[config.mk]
export PLATFORM = sky130hd
export DESIGN_NAME = rumble_accessory_pak
export DESIGN_NICKNAME = d
export VERILOG_FILES = /design/src/rtl/rap_pkg.sv /design/src/rtl/rap_front.sv /design/src/rtl/rap_fifo.sv /design/src/rtl/rap_back.sv /design/src/rtl/rumble_accessory_pak.sv
export SDC_FILE = /design/constraint.sdc
export NUM_CORES = 1
export LEC_CHECK = 0
export ABC_AREA = 1
export BUFFER_PORTS_ARGS = -buffer_cell sky130_fd_sc_hd__buf_2
export CAP_MARGIN = 20
export CORE_MARGIN = 10
export CORE_UTILIZATION = 54
export DETAILED_ROUTE_END_ITERATION = 12
export GPL_TIMING_DRIVEN = 0
export PLACE_DENSITY_LB_ADDON = 0.25
export SLEW_MARGIN = 30
export SYNTH_ARGS = -nofsm -noshare
export SYNTH_HDL_FRONTEND = slang
export SYNTH_HIERARCHICAL = 1
export SYNTH_SLANG_ARGS = --single-unit
export TNS_END_PERCENT = 20
[constraint.sdc]
create_clock -name clk -period 2.3 [get_ports clk]
set_clock_uncertainty 0.05 [all_clocks]
set_input_delay 0.46 -clock clk [delete_from_list [all_inputs] [get_ports clk]]
set_output_delay 0.46 -clock clk [all_outputs]
set_load 0.02 [all_outputs]
[src/rtl/rap_pkg.sv]
package rap_pkg;

    // block geometry
    localparam int BLOCK_BYTES = 32;
    localparam int CNT_W       = $clog2(BLOCK_BYTES + 1);

    // request queue between front and back, depth a power of two
    localparam int QUEUE_DEPTH = 2;
    localparam int QPTR_W      = (QUEUE_DEPTH > 1) ? $clog2(QUEUE_DEPTH) : 1;
    localparam int QCNT_W      = $clog2(QUEUE_DEPTH + 1);

    // polynomials and block codes
    localparam logic [7:0]  DATA_POLY     = 8'h85;
    localparam logic [15:0] ADDR_POLY     = 16'h0015;
    localparam logic [15:0] BLOCK_MASK    = 16'hFFE0;
    localparam logic [15:0] ADDR_CRC_MASK = 16'h001F;
    localparam logic [15:0] MOTOR_BLOCK   = 16'hC000;
    localparam logic [15:0] PROBE_BLOCK   = 16'h8000;
    localparam logic [7:0]  PROBE_CLEAR   = 8'hFE;
    localparam logic [7:0]  PROBE_SET     = 8'h80;
    localparam logic [7:0]  MOTOR_ON      = 8'h01;
    localparam logic [7:0]  MOTOR_OFF     = 8'h00;

    // request opcodes
    localparam logic OP_READ  = 1'b0;
    localparam logic OP_WRITE = 1'b1;

    typedef enum logic [1:0] {
        ST_OK       = 2'd0,
        ST_NO_PAK   = 2'd1,
        ST_ADDR_ERR = 2'd2
    } status_t;

    typedef enum logic [1:0] {
        MOTOR_KEEP  = 2'd0,
        MOTOR_STOP  = 2'd1,
        MOTOR_START = 2'd2
    } motor_cmd_t;

    // one classified request handed from front to back
    typedef struct packed {
        logic       is_read;
        status_t    status;
        logic [1:0] port;
        logic [7:0] data;
        motor_cmd_t cmd;
    } rap_cmd_t;

    // crc-8, msb first
    function automatic logic [7:0] crc8_step(input logic [7:0] crc, input logic [7:0] b);
        logic [7:0] c;
        c = crc ^ b;
        for (int k = 0; k < 8; k++) begin
            if (c[7])
            begin
                c = (c << 1) ^ DATA_POLY;
            end
            else
            begin
                c = c << 1;
            end
        end
        return c;
    endfunction

    // 5-bit address check over bits 15..5
    function automatic logic address_ok(input logic [15:0] a);
        logic [15:0] rem;
        rem = a & BLOCK_MASK;
        for (int k = 15; k >= 5; k--) begin
            if (rem[k])
            begin
                rem = rem ^ (ADDR_POLY << (k - 5));
            end
        end
        return (rem & ADDR_CRC_MASK) == (a & ADDR_CRC_MASK);
    endfunction

endpackage

[src/rtl/rap_front.sv]
module rap_front (
    input  logic                clk,
    input  logic                rst_n,
    input  logic                in_valid,
    output logic                in_stall,
    input  logic                opcode,
    input  logic [1:0]          port,
    input  logic [15:0]         pak_address,
    input  logic [7:0]          write_byte,
    input  logic                cfg_valid,
    output logic                cfg_ready,
    input  logic [3:0]          accessory_port_mask,
    output logic                push,
    output rap_pkg::rap_cmd_t   push_data,
    input  logic                full
);
    import rap_pkg::*;

    logic             accept;
    logic [3:0]       mask_reg;
    logic             probe_reg;
    logic [CNT_W-1:0] wr_count_reg;
    logic [7:0]       crc_reg;
    status_t          blk_status_reg;
    motor_cmd_t       motor_reg;
    logic [1:0]       blk_port_reg;

    status_t          acc_status;
    logic             first;
    logic             wr_done;
    logic [15:0]      blk;
    motor_cmd_t       first_motor;
    status_t          cur_status;
    logic [1:0]       cur_port;
    motor_cmd_t       cur_motor;
    logic [7:0]       crc_base;
    logic [7:0]       crc_new;

    // handshakes
    assign accept    = in_valid && !full;
    assign in_stall  = full;
    assign cfg_ready = 1'b1;

    // classify the request
    always_comb
    begin
        priority if (!mask_reg[port])
        begin
            acc_status = ST_NO_PAK;
        end
        else if (!address_ok(pak_address))
        begin
            acc_status = ST_ADDR_ERR;
        end
        else
        begin
            acc_status = ST_OK;
        end
    end

    assign blk     = pak_address & BLOCK_MASK;
    assign first   = (wr_count_reg == '0);
    assign wr_done = (wr_count_reg == CNT_W'(BLOCK_BYTES - 1));

    // motor command from the first byte of a write
    always_comb
    begin
        first_motor = MOTOR_KEEP;
        if (acc_status == ST_OK && blk == MOTOR_BLOCK)
        begin
            if (write_byte == MOTOR_ON)
            begin
                first_motor = MOTOR_START;
            end
            else if (write_byte == MOTOR_OFF)
            begin
                first_motor = MOTOR_STOP;
            end
        end
    end

    // current write block view, first byte taken directly
    assign cur_status = first ? acc_status  : blk_status_reg;
    assign cur_port   = first ? port        : blk_port_reg;
    assign cur_motor  = first ? first_motor : motor_reg;
    assign crc_base   = first ? 8'h00       : crc_reg;
    assign crc_new    = crc8_step(crc_base, write_byte);

    // queue request for reads and completed writes
    assign push = accept && (opcode == OP_READ || wr_done);

    always_comb
    begin
        if (opcode == OP_READ)
        begin
            push_data.is_read = 1'b1;
            push_data.status  = acc_status;
            push_data.port    = port;
            push_data.data    = (blk == PROBE_BLOCK && probe_reg) ? PROBE_SET : 8'h00;
            push_data.cmd     = MOTOR_KEEP;
        end
        else
        begin
            push_data.is_read = 1'b0;
            push_data.status  = cur_status;
            push_data.port    = cur_port;
            push_data.data    = crc_new;
            push_data.cmd     = cur_motor;
        end
    end

    // accessory mask register
    always_ff @(posedge clk or negedge rst_n)
    begin
        if (!rst_n)
        begin
            mask_reg <= 4'hF;
        end
        else if (cfg_valid && cfg_ready)
        begin
            mask_reg <= accessory_port_mask;
        end
    end

    // write block accumulation and probe flag
    always_ff @(posedge clk or negedge rst_n)
    begin
        if (!rst_n)
        begin
            probe_reg      <= 1'b0;
            wr_count_reg   <= '0;
            crc_reg        <= 8'h00;
            blk_status_reg <= ST_OK;
            motor_reg      <= MOTOR_KEEP;
            blk_port_reg   <= 2'd0;
        end
        else if (accept)
        begin
            if (opcode == OP_READ)
            begin
                wr_count_reg <= '0;
                crc_reg      <= 8'h00;
                motor_reg    <= MOTOR_KEEP;
            end
            else
            begin
                if (first)
                begin
                    blk_status_reg <= acc_status;
                    blk_port_reg   <= port;
                    if (acc_status == ST_OK && blk == PROBE_BLOCK)
                    begin
                        if (write_byte == PROBE_CLEAR)
                        begin
                            probe_reg <= 1'b0;
                        end
                        else if (write_byte == PROBE_SET)
                        begin
                            probe_reg <= 1'b1;
                        end
                    end
                end
                crc_reg      <= wr_done ? 8'h00 : crc_new;
                wr_count_reg <= wr_done ? '0 : wr_count_reg + 1'b1;
                motor_reg    <= wr_done ? MOTOR_KEEP : cur_motor;
            end
        end
    end

`ifndef SYNTHESIS
    // the byte counter stays inside the block
    a_count_range: assert property (@(posedge clk) disable iff (!rst_n)
        wr_count_reg < CNT_W'(BLOCK_BYTES))
        else $error("write byte count out of range");

    // a held motor command only exists mid-block with good status
    a_motor_mid_block: assert property (@(posedge clk) disable iff (!rst_n)
        motor_reg != MOTOR_KEEP |-> wr_count_reg != '0 && blk_status_reg == ST_OK)
        else $error("motor command held outside a good write block");

    // a read always clears the write block
    a_read_drops_write: assert property (@(posedge clk) disable iff (!rst_n)
        accept && opcode == OP_READ |=> wr_count_reg == '0 && crc_reg == 8'h00)
        else $error("partial write survived a read");
`endif

endmodule

[src/rtl/rap_fifo.sv]
module rap_fifo (
    input  logic                clk,
    input  logic                rst_n,
    input  logic                push,
    input  rap_pkg::rap_cmd_t   push_data,
    output logic                full,
    input  logic                pop,
    output rap_pkg::rap_cmd_t   pop_data,
    output logic                empty
);
    import rap_pkg::*;

    rap_cmd_t          mem_reg [QUEUE_DEPTH];
    logic [QPTR_W-1:0] wr_ptr_reg;
    logic [QPTR_W-1:0] rd_ptr_reg;
    logic [QCNT_W-1:0] count_reg;

    assign full     = (count_reg == QCNT_W'(QUEUE_DEPTH));
    assign empty    = (count_reg == '0);
    assign pop_data = mem_reg[rd_ptr_reg];

    // storage
    always_ff @(posedge clk)
    begin
        if (push)
        begin
            mem_reg[wr_ptr_reg] <= push_data;
        end
    end

    // pointers and fill level
    always_ff @(posedge clk or negedge rst_n)
    begin
        if (!rst_n)
        begin
            wr_ptr_reg <= '0;
            rd_ptr_reg <= '0;
            count_reg  <= '0;
        end
        else
        begin
            if (push)
            begin
                wr_ptr_reg <= wr_ptr_reg + 1'b1;
            end
            if (pop)
            begin
                rd_ptr_reg <= rd_ptr_reg + 1'b1;
            end
            if (push && !pop)
            begin
                count_reg <= count_reg + 1'b1;
            end
            else if (pop && !push)
            begin
                count_reg <= count_reg - 1'b1;
            end
        end
    end

`ifndef SYNTHESIS
    a_no_overflow: assert property (@(posedge clk) disable iff (!rst_n)
        push |-> !full)
        else $error("request queue overflow");

    a_no_underflow: assert property (@(posedge clk) disable iff (!rst_n)
        pop |-> !empty)
        else $error("request queue underflow");

    a_level_range: assert property (@(posedge clk) disable iff (!rst_n)
        count_reg <= QCNT_W'(QUEUE_DEPTH))
        else $error("request queue level out of range");
`endif

endmodule

[src/rtl/rap_back.sv]
module rap_back (
    input  logic                clk,
    input  logic                rst_n,
    output logic                pop,
    input  rap_pkg::rap_cmd_t   pop_data,
    input  logic                empty,
    output logic                out_valid,
    input  logic                out_stall,
    output logic [1:0]          status,
    output logic [7:0]          data_byte,
    output logic                is_crc,
    output logic                last,
    output logic [1:0]          rumble_port,
    output logic [1:0]          rumble_command
);
    import rap_pkg::*;

    logic             out_free;
    logic             busy_reg,  busy_next;
    logic [CNT_W-1:0] idx_reg,   idx_next;
    logic [7:0]       crc_reg,   crc_next;
    logic [7:0]       rd_data_reg, rd_data_next;
    logic [1:0]       rd_port_reg, rd_port_next;
    logic             out_valid_reg, out_valid_next;
    status_t          status_reg,  status_next;
    logic [7:0]       data_reg,    data_next;
    logic             is_crc_reg,  is_crc_next;
    logic             last_reg,    last_next;
    logic [1:0]       port_reg,    port_next;
    motor_cmd_t       cmd_reg,     cmd_next;

    assign out_free = !out_valid_reg || !out_stall;
    assign pop      = out_free && !busy_reg && !empty;

    // produce the next result into the output register
    always_comb
    begin
        busy_next      = busy_reg;
        idx_next       = idx_reg;
        crc_next       = crc_reg;
        rd_data_next   = rd_data_reg;
        rd_port_next   = rd_port_reg;
        out_valid_next = out_valid_reg;
        status_next    = status_reg;
        data_next      = data_reg;
        is_crc_next    = is_crc_reg;
        last_next      = last_reg;
        port_next      = port_reg;
        cmd_next       = cmd_reg;
        if (out_free)
        begin
            out_valid_next = 1'b0;
            if (busy_reg)
            begin
                // read block in progress
                out_valid_next = 1'b1;
                status_next    = ST_OK;
                port_next      = rd_port_reg;
                cmd_next       = MOTOR_KEEP;
                if (idx_reg == CNT_W'(BLOCK_BYTES))
                begin
                    data_next   = crc_reg;
                    is_crc_next = 1'b1;
                    last_next   = 1'b1;
                    busy_next   = 1'b0;
                end
                else
                begin
                    data_next   = rd_data_reg;
                    is_crc_next = 1'b0;
                    last_next   = 1'b0;
                    crc_next    = crc8_step(crc_reg, rd_data_reg);
                    idx_next    = idx_reg + 1'b1;
                end
            end
            else if (!empty)
            begin
                out_valid_next = 1'b1;
                port_next      = pop_data.port;
                status_next    = pop_data.status;
                if (pop_data.status != ST_OK)
                begin
                    // failed access, single result
                    data_next   = 8'h00;
                    is_crc_next = 1'b0;
                    last_next   = 1'b1;
                    cmd_next    = MOTOR_KEEP;
                end
                else if (pop_data.is_read)
                begin
                    // first data byte of a read
                    data_next    = pop_data.data;
                    is_crc_next  = 1'b0;
                    last_next    = 1'b0;
                    cmd_next     = MOTOR_KEEP;
                    busy_next    = 1'b1;
                    idx_next     = CNT_W'(1);
                    crc_next     = crc8_step(8'h00, pop_data.data);
                    rd_data_next = pop_data.data;
                    rd_port_next = pop_data.port;
                end
                else
                begin
                    // write block completion
                    data_next   = pop_data.data;
                    is_crc_next = 1'b1;
                    last_next   = 1'b1;
                    cmd_next    = pop_data.cmd;
                end
            end
        end
    end

    // control state
    always_ff @(posedge clk or negedge rst_n)
    begin
        if (!rst_n)
        begin
            busy_reg      <= 1'b0;
            idx_reg       <= '0;
            out_valid_reg <= 1'b0;
        end
        else
        begin
            busy_reg      <= busy_next;
            idx_reg       <= idx_next;
            out_valid_reg <= out_valid_next;
        end
    end

    // payload
    always_ff @(posedge clk)
    begin
        crc_reg     <= crc_next;
        rd_data_reg <= rd_data_next;
        rd_port_reg <= rd_port_next;
        status_reg  <= status_next;
        data_reg    <= data_next;
        is_crc_reg  <= is_crc_next;
        last_reg    <= last_next;
        port_reg    <= port_next;
        cmd_reg     <= cmd_next;
    end

    assign out_valid      = out_valid_reg;
    assign status         = status_reg;
    assign data_byte      = data_reg;
    assign is_crc         = is_crc_reg;
    assign last           = last_reg;
    assign rumble_port    = port_reg;
    assign rumble_command = cmd_reg;

`ifndef SYNTHESIS
    a_idx_range: assert property (@(posedge clk) disable iff (!rst_n)
        busy_reg |-> idx_reg != '0 && idx_reg <= CNT_W'(BLOCK_BYTES))
        else $error("read byte index out of range");

    a_crc_is_last: assert property (@(posedge clk) disable iff (!rst_n)
        out_valid_reg && is_crc_reg |-> last_reg && status_reg == ST_OK)
        else $error("crc result not final or not ok");

    a_motor_on_crc: assert property (@(posedge clk) disable iff (!rst_n)
        out_valid_reg && cmd_reg != MOTOR_KEEP |-> is_crc_reg && !busy_reg)
        else $error("motor command outside a write completion");
`endif

endmodule

[src/rtl/rumble_accessory_pak.sv]
// a request is held in the request queue, then its result in the back-end output register
// write bytes are taken one per cycle unless in_stall; a write block gives one result
// a good read gives 33 results, 32 bytes then the crc, one per cycle unless stalled
// a two-entry request queue lets the front take write bytes while the back drains a read
// reset (rst_n, async, active low): probe flag and write block cleared, queue empty,
// accessory mask set to all four ports
module rumble_accessory_pak (
    input  logic        clk,
    input  logic        rst_n,
    input  logic        in_valid,
    output logic        in_stall,
    input  logic        opcode,
    input  logic [1:0]  port,
    input  logic [15:0] pak_address,
    input  logic [7:0]  write_byte,
    input  logic        cfg_valid,
    output logic        cfg_ready,
    input  logic [3:0]  accessory_port_mask,
    output logic        out_valid,
    input  logic        out_stall,
    output logic [1:0]  status,
    output logic [7:0]  data_byte,
    output logic        is_crc,
    output logic        last,
    output logic [1:0]  rumble_port,
    output logic [1:0]  rumble_command
);
    import rap_pkg::*;

    logic     push;
    rap_cmd_t push_data;
    logic     full;
    logic     pop;
    rap_cmd_t pop_data;
    logic     empty;

    // request classification and write accumulation
    rap_front u_front (
        .clk                 (clk),
        .rst_n               (rst_n),
        .in_valid            (in_valid),
        .in_stall            (in_stall),
        .opcode              (opcode),
        .port                (port),
        .pak_address         (pak_address),
        .write_byte          (write_byte),
        .cfg_valid           (cfg_valid),
        .cfg_ready           (cfg_ready),
        .accessory_port_mask (accessory_port_mask),
        .push                (push),
        .push_data           (push_data),
        .full                (full)
    );

    // request queue
    rap_fifo u_fifo (
        .clk       (clk),
        .rst_n     (rst_n),
        .push      (push),
        .push_data (push_data),
        .full      (full),
        .pop       (pop),
        .pop_data  (pop_data),
        .empty     (empty)
    );

    // result generation
    rap_back u_back (
        .clk            (clk),
        .rst_n          (rst_n),
        .pop            (pop),
        .pop_data       (pop_data),
        .empty          (empty),
        .out_valid      (out_valid),
        .out_stall      (out_stall),
        .status         (status),
        .data_byte      (data_byte),
        .is_crc         (is_crc),
        .last           (last),
        .rumble_port    (rumble_port),
        .rumble_command (rumble_command)
    );

endmodule
==> results.py, run 1 <==
metrics = {
    "synthesis": {
        "syn_area_sq_um": 5949,
        "ys_seq_elements": 101,
        "syn-num-nets": 717,
        "ys_seq_area_frac": 0.4795,
        "yosysMostFrequentCell": "nand2_1",
        "yosys_most_used_dff": "edfxtp_1",
        "synth_cells": 676,
        "synth_top_area_frac": 0.3230,
        "synth_commonest_cells": "nand2_1, inv_1, edfxtp_1, nand3_1, nor2_1",
        "async_flop_share": 0.3663,
        "synth_edf_count": 64,
        "syn_area_per_cell_sq_um": 8.801,
        "yosysWarnings": 6,
        "synth_area_leaders": "edfxtp_1, dfrtp_1, nand2_1",
        "ys_types": 44,
        "yosysTopAreaCell": "edfxtp_1",
    },
    "timing": {
        "slew_headroom": 0.5917,
        "rsz0062_at_grt": "yes",
        "fin_crit_ns": 2.600,
        "finalHoldWorstSlack_ns": -0.009851,
        "tightest_slew_ns": 0.6111,
        "max_freq_mhz": 384.7,
        "finalHoldViolCount": 18,
        "slew_violations": 0,
        "layout_setup_ws_ns": -0.2997,
        "post-route-period-util": 1.130,
        "setup_violations": 20,
        "setup_tns_ns": -2.599,
    },
    "cts": {
        "clkTransAtPathRegs_ns": 0.10,
        "cts.sinks": 101,
        "tritoncts": "done",
        "cts_buffers": 9,
        "cts_buffer_depth": 2,
        "h-tree-depth": 3,
        "insertion_delay_ns": 0.38,
        "clock_tree.root_cell": "clkbuf_8",
    },
    "drt": {
        "wl_um": 13270,
        "wl_per_cell_um": 14.67,
        "first_iter_violations": 308,
        "vias_per_cell": 5.256,
        "drc": 0,
        "first_pass_iters": 5,
        "vias": 4757,
        "ant_nets": 0,
    },
    "worst_setup_path": {
        "criticalPathCategory": "flop to flop",
        "arrival_ns": 2.64,
        "crit_top_cell": "nand2_1",
        "cpPeakStageDelay_ns": 0.40,
        "start_kind": "flop",
        "worstPathMaxFanout": 4,
        "critPathSlowestCell": "dfrtp_1",
        "cp_num_buf_inv": 1,
        "crit_required_ns": 2.34,
        "crit_path_cell_trace": "inv_2 > ha_4 > nand4_4 > nand2_1 > xor2_2 > xnor2_2 > xor2_2 > or2_4 > nand2_4 > nand2_1 > nand3_2 > nand3b_1 > nand2_1 > nor2_1",
        "critPathTopFamily": "simple AND/OR/NAND/NOR gates",
        "endpoint_kind": "flop",
    },
    "place": {
        "gp_congestion": 0.9151,
        "port_buffers": 53,
        "dp_hpwl_um": 9728,
        "dp_slack_ns": -0.6325,
    },
    "global_route": {
        "grt_pass1_vias": 4823,
        "antenna_found_initial": 0,
        "grt_pass1_wl_um": 21220,
        "grt-ovfl-total": 0,
        "grt_use_total": 0.1612,
        "grt_max_degree": 38,
    },
    "finish": {
        "fill_cells": 838,
        "drive_gt1_frac": 0.3007,
        "finalNetCount": 801,
        "diodes": 0,
        "largest_reg_flops": 30,
        "area_growth_pct": 20.88,
        "multiInputGateArea_sq_um": 3030,
        "ff_latch_area_sq_um": 2853,
        "final_util": 0.6664,
    },
    "die": {
        "fp.coreArea_sq_um": 10790,
        "pin_count": 55,
        "die_w_um": 125.0,
        "start_util": 0.5512,
        "rows": 38,
        "die_h_um": 125.0,
        "dieArea_sq_um": 15620,
    },
    "power": {
        "powerDensity_nw_per_um2": 1426,
        "p_leak_nw": 3.353,
        "power_mw": 10.25,
        "vdd_ir_drop_max_mv": 0.8028,
    },
    "outcome": {
        "run_status": "finished, violations left",
        "violations": "hold timing, setup timing",
    },
    "worst_hold_path": {
        "min_path_type": "input pin to async pin",
    },
    "job": {
        "timing.max_cap.violations": 0,
    },
}
repair_timing:
item	in CTS	in global routing
hold buffers	0	0
hold endpoints to repair	0	0
setup endpoints to repair	78	80
gates resized for setup	31	76
cloned	0	0
pin swaps	13	28
buffers inserted	13	7
cell usage in the layout (no fill, tap or decap), types with 5 or more instances in the layout:
cell        n
clkbuf_8   11
inv_1      79
xor2_1     16
nor2_4      5
nand4_1     6
edfxtp_1   64
inv_2      12
xor2_2      8
nand2_2    35
nand3b_1    7
dfrtp_1    33
nand3_2    12
nand2_1   174
nor2_1     31
mux2_4      9
buf_4      22
buf_2      48
a21oi_1     8
mux2_2      8
nand3_1    46
nand2_4    13
o21ai_0    28
o221ai_1    5
nor3_1      6
xnor2_1    11
layout make-up:
class / count / area share
multi-input combinational: 470 / 0.4214
timing repair buffer: 73 / 0.06437
clock inverter: 3 / 0.003132
clock buffer: 13 / 0.02801
tap: 140 / 0.02436
buffer: 10 / 0.01113
inverter: 95 / 0.05097
sequential: 101 / 0.3967
path summary, 6_finish.rpt:
| path | from | end | slack [ns] | depth (start not counted) |
|---|---|---|---|---|
| setup reg to reg | u_front/wr_count_reg[0] | u_fifo/mem_reg[1][4] | -0.30 | 14 |
| hold / removal | rst_n | u_front/wr_count_reg[3] | -0.01 | 1 |
| min in group clk | accessory_port_mask[1] | u_front/mask_reg[1] | 0.24 | 3 |
| hold reg to reg | u_front/crc_reg[0] | u_front/crc_reg[0] | 0.44 | 2 |
| max in group asynchronous | rst_n | u_front/crc_reg[6] | 1.85 | 1 |
| setup / recovery | u_front/wr_count_reg[0] | u_fifo/mem_reg[1][4] | -0.30 | 14 |
logic make-up after synthesis:
logic type / after synthesis / share of synthesized area
simple gates: 350 / 0.2694
buf+inv: 105 / 0.07339
flops: 101 / 0.4795
compound gates: 52 / 0.04753
xor+xnor: 45 / 0.08118
mux: 17 / 0.03786
fa+ha+maj: 5 / 0.01052
other cells: 1 / 0.0006303
where the power goes:
group / internal [mW] / total, mW / switching (mW)
registers: 2.79 / 3.06 / 0.269
logic: 2.33 / 6.00 / 3.67
clock network: 0.587 / 1.20 / 0.609
per-stage QoR:
step / area [sq um] / instances
2_1_floorplan: 5953 / 676
3_3_place_gp: 6394 / 869
3_5_place_dp: 6399 / 869
6_report: 7192 / 905
5_1_grt: 7192 / 905
4_1_cts: 6887 / 898
per-layer routing:
metal | track usage | wire length [um] | up-vias
met5 | 0 | 0 | -
met4 | 0.08469 | 416 | 0
met3 | 0.03591 | 572 | 33
met2 | 0.2928 | 6963 | 134
met1 | 0.1704 | 5321 | 2228
li1 | - | - | 2362
Power figures use the tool's default switching activity.
==> run 2: changes to the inputs <==
--- a/config.mk
+++ b/config.mk
@@ -9,10 +9,11 @@
 export BUFFER_PORTS_ARGS = -buffer_cell sky130_fd_sc_hd__buf_2
 export CAP_MARGIN = 20
 export CORE_MARGIN = 10
-export CORE_UTILIZATION = 54
+export CORE_UTILIZATION = 55
 export DETAILED_ROUTE_END_ITERATION = 12
 export GPL_TIMING_DRIVEN = 0
 export PLACE_DENSITY_LB_ADDON = 0.25
+export SKIP_CTS_REPAIR_TIMING = 1
 export SLEW_MARGIN = 30
 export SYNTH_ARGS = -nofsm -noshare
 export SYNTH_HDL_FRONTEND = slang
==> constraint.sdc (replaced) <==
create_clock -name clk -period 2.8 [get_ports clk]
set_clock_uncertainty 0.05 [all_clocks]
set_input_delay 0.56 -clock clk [delete_from_list [all_inputs] [get_ports clk]]
set_output_delay 0.56 -clock clk [all_outputs]
set_load 0.02 [all_outputs]
==> run 2 against run 1 <==
The run now ends clean. Clock power decreased by 17%. Global-route usage increased by 0.36 points. Combinational power decreased by 23%. Cell area decreased by 5.2%. Non-clock buffer count decreased by 11. Sequential power decreased by 18%. Flip-flop and latch count unchanged. Maximum frequency decreased by 4.7%.
==> results.py, run 2 (same netlist as run 1, synthesis figures left out) <==
metrics = {
    "outcome": {
        "run_status": "complete, no violations",
    },
    "power": {
        "power_switching_mw": 3.603,
        "internal-power_mw": 4.495,
        "seqPwrFrac": 0.310,
        "vdd_ir_drop_max_mv": 0.5429,
        "power_frac_clock": 0.123,
        "powerDensity_nw_per_um2": 1188,
        "p_leak_nw": 3.235,
        "p_sw_frac": 0.4449,
        "power.share.combinational": 0.567,
    },
    "worst_setup_path": {
        "crit_top_cell": "nand2_4",
        "criticalPathCategory": "flop to flop",
        "cpPeakStageDelay_ns": 0.42,
        "critPathSlowestCell": "dfrtp_1",
        "start_kind": "flop",
        "worstPathMaxFanout": 7,
        "crit_path_cell_trace": "inv_2 > ha_4 > nand4_4 > buf_8 > nand2_4 > xor2_4 > xnor2_4 > xor2_2 > or2_4 > nand3_2 > nand2_4 > nand2_4 > nand3b_2 > nand3_2 > nand2_2",
        "crit_required_ns": 2.85,
        "endpoint_kind": "flop",
        "arrival_ns": 2.78,
    },
    "drt": {
        "first_pass_iters": 5,
        "vias": 4624,
        "wl_um": 12500,
        "ant_nets": 0,
        "wl_per_cell_um": 14.05,
        "drc": 0,
        "vias_per_cell": 5.196,
        "first_iter_violations": 302,
    },
    "global_route": {
        "grt_use_total": 0.1648,
        "grt_max_degree": 38,
        "grt_pass1_wl_um": 20580,
        "antenna_found_initial": 0,
        "grt-ovfl-total": 0,
        "grt_pass1_vias": 4530,
    },
    "cts": {
        "tritoncts": "done",
        "cts_buffer_depth": 2,
        "insertion_delay_ns": 0.36,
        "cts_buffers": 9,
        "cts.sinks": 101,
        "clkTransAtPathRegs_ns": 0.10,
        "clock_tree.root_cell": "clkbuf_8",
        "h-tree-depth": 3,
    },
    "finish": {
        "final_util": 0.6544,
        "final_common_cell": "nand2_1",
        "area_growth_pct": 14.57,
        "final_cell_mix": "nand2_1, inv_1, edfxtp_1, buf_2, nand3_1",
        "diodes": 0,
        "largest_reg_flops": 30,
        "drive_gt1_frac": 0.2149,
        "design_area_sq_um": 6817,
        "finalNetCount": 790,
    },
    "timing": {
        "max_freq_mhz": 366.6,
        "post-route-period-util": 0.9742,
        "tightest_slew_ns": 0.8471,
        "finalHoldWorstSlack_ns": 0.2462,
        "setup_tns_ns": 0,
        "setup_violations": 0,
        "fin_crit_ns": 2.728,
        "finalHoldViolCount": 0,
        "slew_headroom": 0.4353,
        "slew_violations": 0,
    },
    "die": {
        "pin_count": 55,
        "die_h_um": 124.0,
        "dieArea_sq_um": 15380,
        "fp.coreArea_sq_um": 10420,
        "die_w_um": 124.0,
        "start_util": 0.5712,
        "rows": 37,
    },
    "job": {
        "timing.max_cap.violations": 0,
    },
    "place": {
        "placed_cell_area_sq_um": 6401,
        "gp_congestion": 0.9182,
        "port_buffers": 53,
        "dp_hpwl_um": 9416,
    },
    "worst_hold_path": {
        "min_path_type": "input pin to async pin",
    },
}
## run 2: worst paths after layout
check	slack [ns]	cells after the start	from	to
setup / recovery	0.07	15	u_front/wr_count_reg[0]	u_fifo/mem_reg[1][9]
hold / removal	0.25	1	rst_n	u_front/blk_port_reg[1]
setup reg to reg	0.07	15	u_front/wr_count_reg[0]	u_fifo/mem_reg[1][9]
hold reg to reg	0.44	2	u_front/mask_reg[2]	u_front/mask_reg[2]
max in group asynchronous	1.91	1	rst_n	u_front/crc_reg[2]
min in group clk	0.36	3	accessory_port_mask[2]	u_front/mask_reg[2]
## run 2: final cells by class
class	count	area [sq um]
flip-flops and latches	101	2853
fillers	827	3600
clock buffers	10	127.6
clock inverters	6	86.33
multi-input cells	470	2806
well taps	136	170.2
repair buffers	62	332.8
inverters	95	356.6
plain buffers	10	83.83
## run 2: critical path, delay by kind of cell, from the launching register on
family,cells,cell delay (ns)
AND/OR/NAND/NOR,9,1.02
flip-flops,1,0.42
XOR/XNOR,3,0.56
buffers and inverters,2,0.27
adder cells (fa/ha/maj),1,0.15
## run 2: stage by stage
stage          total power [mW]  setup slack [ns]  instances
2_1_floorplan             5.779            0.2779        676
3_3_place_gp              6.494           -0.5395        865
3_5_place_dp              6.704           -0.1417        866
4_1_cts                   7.721           0.04530        882
5_1_grt                   8.731          -0.08030        890
6_report                  8.097           0.07228        890
## run 2: power by group through the flow
stage | Sequential, mW | Combinational [mW] | Clock, mW
2_1_floorplan | 2.65 | 3.13 | 0
3_3_place_gp | 2.52 | 3.98 | 0
3_5_place_dp | 2.54 | 4.17 | 0
4_1_cts | 2.51 | 4.20 | 1.02
5_1_grt | 2.56 | 5.10 | 1.07
6_report | 2.51 | 4.59 | 0.995
## run 2: layer usage
metal	wire length, um	global-route usage	up-vias
met1	5293	0.1963	2156
met2	6436	0.2897	115
met5	0	0	-
li1	-	-	2339
met4	221	0.05396	0
met3	550	0.03575	14
==> run 3: changes to the inputs <==
--- a/config.mk
+++ b/config.mk
@@ -13,6 +13,7 @@
 export DETAILED_ROUTE_END_ITERATION = 12
 export GPL_TIMING_DRIVEN = 0
 export PLACE_DENSITY_LB_ADDON = 0.25
+export RECOVER_POWER = 50
 export SKIP_CTS_REPAIR_TIMING = 1
 export SLEW_MARGIN = 30
 export SYNTH_ARGS = -nofsm -noshare
==> constraint.sdc (replaced) <==
create_clock -name clk -period 2.9 [get_ports clk]
set_clock_uncertainty 0.05 [all_clocks]
set_input_delay 0.58 -clock clk [delete_from_list [all_inputs] [get_ports clk]]
set_output_delay 0.58 -clock clk [all_outputs]
set_load 0.02 [all_outputs]
==> run 3 against run 2 <==
Highest routed layer unchanged. The run now ends with capacitance limit, slew limit left. Total power shrank 6.7%. Final cell count shrank 0.45%. First-iteration DRC count shrank 18%.
==> results.py, run 3 (same netlist as run 1, synthesis figures left out) <==
metrics = {
    "outcome": {
        "run_status": "finished, violations left",
        "violations": "capacitance limit, slew limit",
    },
    "finish": {
        "finalNetCount": 786,
        "drive_gt1_frac": 0.1533,
        "diodes": 0,
        "final_cells": 886,
        "final_common_cell": "nand2_1",
        "final_cell_mix": "nand2_1, inv_1, edfxtp_1, nand3_1, nor2_1",
        "area_growth_pct": 12.09,
        "largest_reg_flops": 30,
    },
    "drt": {
        "first_pass_iters": 5,
        "vias": 4617,
        "first_iter_violations": 249,
        "wl_per_cell_um": 13.93,
        "drc": 0,
        "ant_nets": 0,
        "vias_per_cell": 5.211,
        "wl_um": 12340,
    },
    "global_route": {
        "antenna_found_initial": 0,
        "grt_pass1_wl_um": 20580,
        "grt_use_total": 0.1648,
        "grt_pass1_vias": 4530,
        "grt-ovfl-total": 0,
        "grt_max_degree": 38,
    },
    "timing": {
        "finalHoldViolCount": 0,
        "tightest_slew_ns": 2.006,
        "fin_crit_ns": 2.747,
        "setup_tns_ns": 0,
        "slew_violations": 38,
        "layout_setup_ws_ns": 0.1527,
        "setup_violations": 0,
        "slew_headroom": -0.3372,
        "finalHoldWorstSlack_ns": 0.3749,
        "max_freq_mhz": 364.0,
        "post-route-period-util": 0.9474,
    },
    "worst_setup_path": {
        "worst-path-stages": 14,
        "start_kind": "flop",
        "arrival_ns": 2.79,
        "cp_num_buf_inv": 1,
        "worstPathMaxFanout": 4,
        "endpoint_kind": "flop",
        "reg2reg_from": "u_front/wr_count_reg[0]",
        "timing.rr.end": "u_fifo/mem_reg[1][9]",
        "critPathSlowestCell": "dfrtp_1",
        "rrSetupSlack_ns": 0.15,
        "critPathTopFamily": "simple AND/OR/NAND/NOR gates",
        "crit_required_ns": 2.95,
        "criticalPathCategory": "flop to flop",
        "cp-startpoint": "u_front/wr_count_reg[0]",
        "reg2reg_depth": 14,
        "crit_path_cell_trace": "inv_1 > ha_2 > nand4_4 > nand2_1 > xor2_1 > xnor2_2 > xor2_2 > or2_4 > nand2_4 > nand2_1 > nand3_2 > nand3_2 > nand3_1 > nand2_1",
        "crit_top_cell": "nand2_1",
        "crit_end": "u_fifo/mem_reg[1][9]",
        "cpPeakStageDelay_ns": 0.41,
    },
    "cts": {
        "tritoncts": "done",
        "insertion_delay_ns": 0.36,
        "cts_buffer_depth": 2,
        "cts_buffers": 9,
        "clkTransAtPathRegs_ns": 0.10,
        "clock_tree.root_cell": "clkbuf_8",
        "h-tree-depth": 3,
        "cts.sinks": 101,
    },
    "power": {
        "vdd_ir_drop_max_mv": 0.5223,
        "power_frac_clock": 0.127,
        "p_leak_nw": 3.107,
        "internal-power_mw": 4.160,
        "seqPwrFrac": 0.321,
        "powerDensity_nw_per_um2": 1133,
        "power_switching_mw": 3.394,
        "power.share.combinational": 0.552,
        "p_sw_frac": 0.4493,
    },
    "place": {
        "port_buffers": 53,
        "gp_congestion": 0.9182,
        "placed_cells": 866,
        "dp_hpwl_um": 9416,
        "dp_slack_ns": -0.06174,
    },
    "die": {
        "rows": 37,
        "dieArea_sq_um": 15380,
        "die_h_um": 124.0,
        "fp.coreArea_sq_um": 10420,
        "start_util": 0.5712,
        "pin_count": 55,
        "die_w_um": 124.0,
    },
    "job": {
        "timing.max_cap.violations": 1,
    },
    "worst_hold_path": {
        "min_path_type": "input pin to flop",
    },
}
==> run 3: cell types whose count changed in the layout (fill, tap and decap cells not counted), sizes merged <==
cell	delta
buf	-26
clkbuf	+22
==> run 3: worst reg2reg max path: cells and delay by family, from the launching register on <==
kind | cells | cell delay (ns)
XOR/XNOR | 3 | 0.66
adder cells (fa/ha/maj) | 1 | 0.21
buffers and inverters | 1 | 0.10
flip-flops | 1 | 0.41
AND/OR/NAND/NOR | 9 | 1.06
==> run 3: area by class of cell <==
class / instances / area, sq um
plain buffers: 10 / 80.08
clock buffers: 10 / 127.6
clock inverters: 6 / 86.33
fillers: 873 / 3747
inverters: 95 / 356.6
multi-input cells: 470 / 2721
flip-flops and latches: 101 / 2853
well taps: 136 / 170.2
repair buffers: 58 / 274.0
==> run 3: power groups by stage <==
stage	Combinational (mW)	Sequential (mW)	Clock (mW)
6_report	4.17	2.42	0.961
3_5_place_dp	4.03	2.45	0
4_1_cts	4.05	2.42	0.982
5_1_grt	4.65	2.48	1.03
2_1_floorplan	3.02	2.56	0
3_3_place_gp	3.84	2.43	0
==> run 3: worst min-delay path by stage <==
stage | start | endpoint | slack, ns | depth (start not counted)
3_3_place_gp | u_front/motor_reg[1] | u_front/motor_reg[1] | 0.41 | 2
3_5_place_dp | u_front/crc_reg[0] | u_front/crc_reg[0] | 0.42 | 2
4_1_cts | rst_n | u_front/blk_port_reg[1] | 0.29 | 1
2_1_floorplan | rst_n | u_back/busy_reg | 0.23 | 0
6_report | accessory_port_mask[2] | u_front/mask_reg[2] | 0.37 | 3
5_1_grt | accessory_port_mask[2] | u_front/mask_reg[2] | 0.38 | 3
==> run 3: through the flow <==
| stage | power, mW | instance area [sq um] | utilization |
|---|---|---|---|
| CTS | 7.455 | 6615 | 0.6351 |
| detailed placement | 6.473 | 6401 | 0.6145 |
| global placement | 6.270 | 6385 | 0.6130 |
| floorplan | 5.580 | 5949 | - |
| finish | 7.554 | 6669 | 0.6402 |
| global route | 8.157 | 6669 | 0.6402 |
==> run 3: layer usage <==
layer | vias to the layer above | global-route usage | share of wire | wire length (um)
met2 | 132 | 0.2897 | 0.50 | 6179
li1 | 2335 | - | - | -
met4 | 0 | 0.05396 | 0.024 | 294
met1 | 2129 | 0.1963 | 0.43 | 5251
met5 | - | 0 | 0 | 0
met3 | 21 | 0.03575 | 0.050 | 613
